**src/mkd_pkg.sv**
```systemverilog
// Package for the Morse key decoder: operation codes, result and config types,
// and the fixed letter and digit code table. No dependencies.
`default_nettype none

package mkd_pkg;

    localparam int MAX_SYMBOLS = 8;
    localparam int CNT_W       = $clog2(MAX_SYMBOLS + 1);
    localparam int IDX_W       = $clog2(MAX_SYMBOLS);
    localparam int TABLE_LEN   = 5;

    localparam int CHAR_W = 7;
    localparam int TS_W   = 32;
    localparam int CFG_W  = 16;
    localparam int ADDR_W = 2;

    localparam logic [CHAR_W-1:0] CHAR_UNKNOWN = 7'h3F;
    localparam logic [CHAR_W-1:0] CHAR_SPACE   = 7'h20;

    localparam logic [CFG_W-1:0] DOT_LIMIT_RESET  = 16'd200;
    localparam logic [CFG_W-1:0] LETTER_GAP_RESET = 16'd600;
    localparam logic [CFG_W-1:0] WORD_GAP_RESET   = 16'd5000;

    localparam logic [ADDR_W-1:0] CFG_DOT_LIMIT  = 2'd0;
    localparam logic [ADDR_W-1:0] CFG_LETTER_GAP = 2'd1;
    localparam logic [ADDR_W-1:0] CFG_WORD_GAP   = 2'd2;

    typedef enum logic [1:0] {
        OP_CHECK   = 2'd0,
        OP_PRESS   = 2'd1,
        OP_RELEASE = 2'd2
    } op_t;

    typedef struct packed {
        logic [CFG_W-1:0] dot_limit;
        logic [CFG_W-1:0] letter_gap;
        logic [CFG_W-1:0] word_gap;
    } cfg_t;

    typedef struct packed {
        logic [CHAR_W-1:0] code;
        logic              last;
    } res_t;

    typedef struct packed {
        logic [1:0] count;
        res_t       first;
        res_t       second;
    } push_t;

    // Symbol i sits in bit i, a dash is a one.
    function automatic logic [CHAR_W-1:0] lookup_code(
        input logic [CNT_W-1:0] count,
        input logic [TABLE_LEN-1:0] bits
    );
        logic [CHAR_W-1:0] code;
        code = CHAR_UNKNOWN;
        if (count <= CNT_W'(TABLE_LEN)) begin
            unique case ({count[2:0], bits})
                {3'd2, 5'b00010}: code = 7'h41;
                {3'd4, 5'b00001}: code = 7'h42;
                {3'd4, 5'b00101}: code = 7'h43;
                {3'd3, 5'b00001}: code = 7'h44;
                {3'd1, 5'b00000}: code = 7'h45;
                {3'd4, 5'b00100}: code = 7'h46;
                {3'd3, 5'b00011}: code = 7'h47;
                {3'd4, 5'b00000}: code = 7'h48;
                {3'd2, 5'b00000}: code = 7'h49;
                {3'd4, 5'b01110}: code = 7'h4A;
                {3'd3, 5'b00101}: code = 7'h4B;
                {3'd4, 5'b00010}: code = 7'h4C;
                {3'd2, 5'b00011}: code = 7'h4D;
                {3'd2, 5'b00001}: code = 7'h4E;
                {3'd3, 5'b00111}: code = 7'h4F;
                {3'd4, 5'b00110}: code = 7'h50;
                {3'd4, 5'b01011}: code = 7'h51;
                {3'd3, 5'b00010}: code = 7'h52;
                {3'd3, 5'b00000}: code = 7'h53;
                {3'd1, 5'b00001}: code = 7'h54;
                {3'd3, 5'b00100}: code = 7'h55;
                {3'd4, 5'b01000}: code = 7'h56;
                {3'd3, 5'b00110}: code = 7'h57;
                {3'd4, 5'b01001}: code = 7'h58;
                {3'd4, 5'b01101}: code = 7'h59;
                {3'd4, 5'b00011}: code = 7'h5A;
                {3'd5, 5'b11111}: code = 7'h30;
                {3'd5, 5'b11110}: code = 7'h31;
                {3'd5, 5'b11100}: code = 7'h32;
                {3'd5, 5'b11000}: code = 7'h33;
                {3'd5, 5'b10000}: code = 7'h34;
                {3'd5, 5'b00000}: code = 7'h35;
                {3'd5, 5'b00001}: code = 7'h36;
                {3'd5, 5'b00011}: code = 7'h37;
                {3'd5, 5'b00111}: code = 7'h38;
                {3'd5, 5'b01111}: code = 7'h39;
                default:          code = CHAR_UNKNOWN;
            endcase
        end
        return code;
    endfunction

endpackage

`default_nettype wire

```
**src/morse_key_decoder_top.sv**
```systemverilog
// Top level of the Morse key decoder: config registers, input register,
// decode core and result queue. Depends on mkd_pkg, mkd_core, mkd_out_fifo.
//
//   Channel  Direction  Handshake           Payload
//   input    in         in_valid/in_stall   operation, timestamp_ms
//   output   out        out_valid/out_stall char_code, last
//   config   in         cfg_write           cfg_index, cfg_data
//
// A request is registered on acceptance and decoded from that register once the
// result queue has room for two, so one request can be taken every cycle while
// the queue has that room. Its results are written into the queue, whose head drives the output.
// A request that yields two results hands them out one at a time, through the
// queue's single read port. Reset clears all key state and loads the default timings.
// A stalled output fills the queue, and then in_stall rises while a request waits.
`default_nettype none

module morse_key_decoder_top (
    input  wire logic                          clk,
    input  wire logic                          rst_n,
    input  wire logic                          in_valid,
    output logic                               in_stall,
    input  wire logic [1:0]                    operation,
    input  wire logic [mkd_pkg::TS_W-1:0]      timestamp_ms,
    output logic                               out_valid,
    input  wire logic                          out_stall,
    output logic [mkd_pkg::CHAR_W-1:0]         char_code,
    output logic                               last,
    input  wire logic                          cfg_write,
    input  wire logic [mkd_pkg::ADDR_W-1:0]    cfg_index,
    input  wire logic [mkd_pkg::CFG_W-1:0]     cfg_data
);
    import mkd_pkg::*;

    cfg_t            cfg_reg;
    logic            stage_valid_reg;
    logic [1:0]      stage_op_reg;
    logic [TS_W-1:0] stage_ts_reg;

    logic  has_room;
    logic  fire;
    logic  accept;
    push_t push;
    res_t  head;

    assign fire     = stage_valid_reg && has_room;
    assign in_stall = stage_valid_reg && !has_room;
    assign accept   = in_valid && !in_stall;
    assign char_code = head.code;
    assign last      = head.last;

    always_ff @(posedge clk or negedge rst_n)
    begin
        if (!rst_n)
        begin
            cfg_reg.dot_limit  <= DOT_LIMIT_RESET;
            cfg_reg.letter_gap <= LETTER_GAP_RESET;
            cfg_reg.word_gap   <= WORD_GAP_RESET;
        end
        else if (cfg_write)
        begin
            unique case (cfg_index)
                CFG_DOT_LIMIT:  cfg_reg.dot_limit  <= cfg_data;
                CFG_LETTER_GAP: cfg_reg.letter_gap <= cfg_data;
                CFG_WORD_GAP:   cfg_reg.word_gap   <= cfg_data;
                default:
                begin
                end
            endcase
        end
    end

    always_ff @(posedge clk or negedge rst_n)
    begin
        if (!rst_n)
        begin
            stage_valid_reg <= 1'b0;
        end
        else if (accept)
        begin
            stage_valid_reg <= 1'b1;
        end
        else if (fire)
        begin
            stage_valid_reg <= 1'b0;
        end
    end

    always_ff @(posedge clk)
    begin
        if (accept)
        begin
            stage_op_reg <= operation;
            stage_ts_reg <= timestamp_ms;
        end
    end

    mkd_core u_core (
        .clk   (clk),
        .rst_n (rst_n),
        .fire  (fire),
        .op    (stage_op_reg),
        .ts    (stage_ts_reg),
        .cfg   (cfg_reg),
        .push  (push)
    );

    mkd_out_fifo u_out_fifo (
        .clk       (clk),
        .rst_n     (rst_n),
        .push      (push),
        .pop       (out_valid && !out_stall),
        .has_room  (has_room),
        .not_empty (out_valid),
        .head      (head)
    );

endmodule

`default_nettype wire

```
**src/mkd_core.sv**
```systemverilog
// Key timing state and decode decisions for one registered request.
// Depends on mkd_pkg for the config, result types and the code table.
`default_nettype none

module mkd_core (
    input  wire logic                        clk,
    input  wire logic                        rst_n,
    input  wire logic                        fire,
    input  wire logic [1:0]                  op,
    input  wire logic [mkd_pkg::TS_W-1:0]    ts,
    input  wire mkd_pkg::cfg_t               cfg,
    output mkd_pkg::push_t                   push
);
    import mkd_pkg::*;

    logic [TS_W-1:0]        press_time_reg, press_time_next;
    logic [TS_W-1:0]        release_time_reg, release_time_next;
    logic                   have_release_reg, have_release_next;
    logic                   key_held_reg, key_held_next;
    logic [MAX_SYMBOLS-1:0] symbol_bits_reg, symbol_bits_next;
    logic [CNT_W-1:0]       symbol_count_reg, symbol_count_next;
    logic                   symbol_overflow_reg, symbol_overflow_next;
    logic                   space_done_reg, space_done_next;

    logic [TS_W-1:0]   dur;
    logic [TS_W-1:0]   idle;
    logic              letter;
    logic              space;
    logic [CHAR_W-1:0] letter_code;

    assign dur  = ts - press_time_reg;
    assign idle = ts - release_time_reg;

    always_comb
    begin
        letter_code = lookup_code(symbol_count_reg, symbol_bits_reg[TABLE_LEN-1:0]);
        if (symbol_overflow_reg)
        begin
            letter_code = CHAR_UNKNOWN;
        end
    end

    always_comb
    begin
        press_time_next      = press_time_reg;
        release_time_next    = release_time_reg;
        have_release_next    = have_release_reg;
        key_held_next        = key_held_reg;
        symbol_bits_next     = symbol_bits_reg;
        symbol_count_next    = symbol_count_reg;
        symbol_overflow_next = symbol_overflow_reg;
        space_done_next      = space_done_reg;
        letter               = 1'b0;
        space                = 1'b0;
        push                 = '0;

        if (fire)
        begin
            case (op)
                OP_PRESS:
                begin
                    press_time_next = ts;
                    key_held_next   = 1'b1;
                end
                OP_RELEASE:
                begin
                    if (symbol_count_reg < CNT_W'(MAX_SYMBOLS))
                    begin
                        if (dur >= TS_W'(cfg.dot_limit))
                        begin
                            symbol_bits_next[symbol_count_reg[IDX_W-1:0]] = 1'b1;
                        end
                        symbol_count_next = symbol_count_reg + CNT_W'(1);
                    end
                    else
                    begin
                        symbol_overflow_next = 1'b1;
                    end
                    release_time_next = ts;
                    have_release_next = 1'b1;
                    key_held_next     = 1'b0;
                    space_done_next   = 1'b0;
                end
                OP_CHECK:
                begin
                    if (!key_held_reg && have_release_reg)
                    begin
                        letter = (idle > TS_W'(cfg.letter_gap)) &&
                                 (symbol_count_reg != '0);
                        space  = (idle > TS_W'(cfg.word_gap)) &&
                                 (letter || (symbol_count_reg == '0 && !space_done_reg));
                        if (letter)
                        begin
                            symbol_bits_next     = '0;
                            symbol_count_next    = '0;
                            symbol_overflow_next = 1'b0;
                            space_done_next      = 1'b0;
                            release_time_next    = ts;
                        end
                        if (space)
                        begin
                            space_done_next = 1'b1;
                        end
                    end
                end
                default:
                begin
                end
            endcase

            if (letter && space)
            begin
                push.count  = 2'd2;
                push.first  = '{code: letter_code, last: 1'b0};
                push.second = '{code: CHAR_SPACE, last: 1'b1};
            end
            else if (letter)
            begin
                push.count = 2'd1;
                push.first = '{code: letter_code, last: 1'b1};
            end
            else if (space)
            begin
                push.count = 2'd1;
                push.first = '{code: CHAR_SPACE, last: 1'b1};
            end
        end
    end

    always_ff @(posedge clk or negedge rst_n)
    begin
        if (!rst_n)
        begin
            press_time_reg      <= '0;
            release_time_reg    <= '0;
            have_release_reg    <= 1'b0;
            key_held_reg        <= 1'b0;
            symbol_bits_reg     <= '0;
            symbol_count_reg    <= '0;
            symbol_overflow_reg <= 1'b0;
            space_done_reg      <= 1'b0;
        end
        else
        begin
            press_time_reg      <= press_time_next;
            release_time_reg    <= release_time_next;
            have_release_reg    <= have_release_next;
            key_held_reg        <= key_held_next;
            symbol_bits_reg     <= symbol_bits_next;
            symbol_count_reg    <= symbol_count_next;
            symbol_overflow_reg <= symbol_overflow_next;
            space_done_reg      <= space_done_next;
        end
    end

endmodule

`default_nettype wire

```
**src/mkd_out_fifo.sv**
```systemverilog
// Four-entry result queue that takes up to two results per cycle.
// Depends on mkd_pkg for the result and push types.
`default_nettype none

module mkd_out_fifo (
    input  wire logic            clk,
    input  wire logic            rst_n,
    input  wire mkd_pkg::push_t  push,
    input  wire logic            pop,
    output logic                 has_room,
    output logic                 not_empty,
    output mkd_pkg::res_t        head
);
    import mkd_pkg::*;

    localparam int DEPTH = 4;
    localparam int PTR_W = $clog2(DEPTH);
    localparam int LVL_W = $clog2(DEPTH + 1);

    res_t             entry_reg [DEPTH];
    logic [PTR_W-1:0] wr_ptr_reg, wr_ptr_next;
    logic [PTR_W-1:0] rd_ptr_reg, rd_ptr_next;
    logic [LVL_W-1:0] level_reg, level_next;
    logic [PTR_W-1:0] wr_ptr_plus;

    assign wr_ptr_plus = wr_ptr_reg + PTR_W'(1);
    assign not_empty   = (level_reg != '0);
    assign has_room    = (level_reg <= LVL_W'(DEPTH - 2));
    assign head        = entry_reg[rd_ptr_reg];

    always_comb
    begin
        wr_ptr_next = wr_ptr_reg + PTR_W'(push.count);
        rd_ptr_next = rd_ptr_reg + PTR_W'(pop);
        level_next  = level_reg + LVL_W'(push.count) - LVL_W'(pop);
    end

    always_ff @(posedge clk)
    begin
        if (push.count != 2'd0)
        begin
            entry_reg[wr_ptr_reg] <= push.first;
        end
        if (push.count == 2'd2)
        begin
            entry_reg[wr_ptr_plus] <= push.second;
        end
    end

    always_ff @(posedge clk or negedge rst_n)
    begin
        if (!rst_n)
        begin
            wr_ptr_reg <= '0;
            rd_ptr_reg <= '0;
            level_reg  <= '0;
        end
        else
        begin
            wr_ptr_reg <= wr_ptr_next;
            rd_ptr_reg <= rd_ptr_next;
            level_reg  <= level_next;
        end
    end

endmodule

`default_nettype wire
```
**config.mk**
```make
export PLATFORM = sky130hd
export DESIGN_NAME = morse_key_decoder_top
export DESIGN_NICKNAME = d
export VERILOG_FILES = /design/src/mkd_pkg.sv /design/src/morse_key_decoder_top.sv /design/src/mkd_core.sv /design/src/mkd_out_fifo.sv
export SDC_FILE = /design/constraint.sdc
export NUM_CORES = 1
export LEC_CHECK = 0
export BUFFER_PORTS_ARGS = -buffer_cell sky130_fd_sc_hd__buf_4
export CAP_MARGIN = 20
export CORE_MARGIN = 10
export CORE_UTILIZATION = 37
export CTS_BUF_LIST = sky130_fd_sc_hd__clkbuf_2
export CTS_CLUSTER_SIZE = 10
export DETAILED_ROUTE_END_ITERATION = 12
export PLACE_DENSITY = 0.58
export SYNTH_ARGS = -nofsm -noshare
export SYNTH_HDL_FRONTEND = slang
export SYNTH_HIERARCHICAL = 1
export SYNTH_SLANG_ARGS = --single-unit
export TNS_END_PERCENT = 20
```
**constraint.sdc**
```tcl
create_clock -name clk -period 5.1 [get_ports clk]
set_input_delay 0.765 -clock clk [delete_from_list [all_inputs] [get_ports clk]]
set_output_delay 0.765 -clock clk [all_outputs]
set_load 0.02 [all_outputs]
```
==> impl_metrics.ini <==
[global_route]
overflow = 0
first_global_vias = 12960
track_usage_pct = 17.27
grt_max_degree = 71
antenna_found_initial = 4
grt_pass1_wl_um = 69570

[floorplanning]
dieArea_um2 = 49200
die_h_um = 221.8
initial_utilization_pct = 37.66
die_x_um = 221.8
ios = 67
std_cell_rows = 73
core_area_um2 = 40010

[drt]
wl_per_cell_um = 18.59
dr.pass1.iters = 5
drc_errors = 0
wirelength_um = 44090
ant_nets = 0
vias = 13200
drt_iter0_markers = 923
drt-vias-per-instance = 5.567

[min_path]
hp-class = in2reg
worstHoldStart = out_stall

[place]
io_buffers = 66
dpl.hpwl_um = 33270
gp_congestion = 0.9126

[outcome]
status = finished, final reports clean

[sta]
finalSetupTns_ns = 0
skew_ns = 0.05229
fmax_mhz = 198.7
setup_violations = 0
tightest_slew_ns = 0.9260
period_share_pct = 98.67
fin_crit_ns = 5.032
hold_viol = 0
rsz0062_at_grt = true
drv_slew = 0
slew_headroom_pct = 38.20

[yosys]
synth_xor_area_share_pct = 2.674
synth_top_area_share_pct = 20.09
synth_top_family_by_area = compound AO/OA/AOI/OAI gates
synth_flop_cell = dfrtp_1
yosysUniqueCellTypes = 94
yosys_warnings = 6
syn_area_um2 = 15070
synth_compound_area_share_pct = 19.80
synth.ff_latch_count = 199
syn_inst = 1592
syn_area_per_cell_um2 = 9.465
yosys.area_share.adder_pct = 10.53
yosys.area_share.simple_pct = 15.11
postSynth.asyncResetShare_pct = 66.83
synth-edff-count = 66
yosysSeqAreaShare_pct = 35.34
synth_top_area_cell = dfrtp_1
synth_area_leaders = dfrtp_1, edfxtp_1, ha_1
synthMuxAreaShare_pct = 9.815

[setup_path]
crit_start = stage_ts_reg[4]
path_max_fanout = 5
r2r-start = stage_ts_reg[4]
cp.arrival_ns = 5.88
end_kind = flop
critical_path_class = reg2reg
startpoint_type = flop
required_ns = 5.95

[cts]
cts_max_path_buffers = 2
clk_pin_slew_ns = 0.32
cts_made_buffers = 17
cts_max_level = 4
clock-sinks = 199
cts-root-buf = clkbuf_2
cts_tree = done
clk_latency_ns = 0.91

[power]
powerDensity_nw_per_um2 = 644.3
irDropWorstVdd_v = 0.0002582
leakage_nw = 7.985
totalPowerFinal_mw = 11.88

[job]
max-cap-violations = 0

[final_layout]
nets = 2015
area.growth.synth_to_final_pct = 22.39
largest_register_ff_count = 48
drive_above_1_share_pct = 28.93
-- synthesized netlist by cell type, types with 19 or more instances --
master	number
a21o_1	34
a21oi_1	100
a311o_1	32
clkbuf_1	40
dfrtp_1	121
edfxtp_1	66
ha_1	122
inv_1	143
mux2_2	110
nand2_1	135
nand2b_1	19
nand3_1	23
nand4_1	27
nor2_1	82
nor3_1	57
o21ai_0	63
o22ai_1	39
xnor2_1	26
xor2_1	20
-- cell usage in the layout (no fill, tap or decap), types with 12 or more instances in the layout --
master	n
edfxtp_1	66
nand2_1	132
xor2_1	17
o22ai_1	39
o21a_1	17
a21o_1	33
xnor2_1	22
mux2_2	99
dlygate4sd3_1	52
buf_4	241
a21oi_1	84
nor2_1	76
nand3_1	22
nor4_1	13
nor3_1	55
o211ai_1	13
dfrtp_1	121
a311o_1	32
nand2b_1	18
inv_1	140
dfstp_2	12
ha_1	110
clkbuf_2	17
o21ai_0	55
a21oi_2	24
nand4_1	27
-- power breakdown --
part / switching, mW / internal (mW)
sequential: 0.476 / 2.16
combinational: 4.61 / 3.87
clock: 0.614 / 0.151
total: 5.70 / 6.18
-- area by class of cell --
cell class / instances / area [µm²]
multi-input cells: 1173 / 9289
well taps: 525 / 656.9
diodes: 1 / 2.502
inverters: 143 / 536.8
fillers: 3848 / 21560
flip-flops and latches: 199 / 5325
repair buffers: 299 / 2415
clock buffers: 17 / 85.08
clock inverters: 15 / 132.6
-- worst max-delay path: stages (launching register included) --
cell	delay [ns]
edfxtp_1	0.47
buf_4	0.16
ha_4	0.26
o211ai_1	0.10
a21oi_2	0.15
o21ai_1	0.13
or2_4	0.27
a21oi_4	0.14
xor2_2	0.09
buf_4	0.14
buf_4	0.12
ha_1	0.30
nand4_1	0.13
or4_4	0.56
a21oi_4	0.19
a21boi_2	0.18
o21a_2	0.17
ha_4	0.16
and2_4	0.16
inv_1	0.04
ha_1	0.31
fa_2	0.41
xor2_2	0.15
xnor2_1	0.16
-- kinds of logic (layout without fill, tap and decap cells) --
kind of cell | count (synthesis) | count (layout)
and+or+nand+nor | 443 | 443
AOI/OAI and AO/OA | 429 | 429
buffers and inverters | 225 | 474
DFF | 199 | 199
adders and majority gates | 125 | 125
muxes | 124 | 124
xor gates and xnor gates | 46 | 46
other | 1 | 7
-- timing repair --
item / CTS / global route
endpoints found under the setup margin: 71 / 71
hold endpoints to repair: 107 / 0
resized for setup: 23 / 93
buffers inserted: 15 / 12
hold buffers: 52 / 0
pin swaps: 19 / 43
-- metrics by stage --
step | hold WS (ns) | instance area (µm²) | worst slack, ns | util [%] | cells
floorplan | 0.4202 | 15110 | -0.04081 | - | 1597
global placement | 0.4336 | 16990 | -0.1623 | 42.46 | 2262
detailed placement | 0.4400 | 16990 | -0.2666 | 42.46 | 2262
CTS | 0.1265 | 17920 | -0.003399 | 44.79 | 2361
global route | 0.1667 | 18440 | -0.1333 | 46.10 | 2372
finish | 0.2727 | 18440 | 0.06766 | 46.10 | 2372
-- per-layer routing --
| metal | global-route usage (%) | wire length, µm |
|---|---|---|
| met1 | 22.37 | 20240 |
| met2 | 28.57 | 21140 |
| met3 | 2.650 | 1541 |
| met4 | 6.101 | 1164 |
| met5 | 0 | 0 |
-- final timing paths --
check	end	slack [ns]	cells after the start
worst max-delay path	u_out_fifo/level_reg[2]	0.07	23
worst max register to register	u_out_fifo/level_reg[2]	0.07	23
worst min-delay path	u_out_fifo/rd_ptr_reg[0]	0.27	3
min in group asynchronous	cfg_reg[47]	0.28	2
max in group asynchronous	u_core/symbol_count_reg[3]	3.73	3
worst min register to register	u_core/have_release_reg	0.49	1
Power figures use the tool's default switching activity.
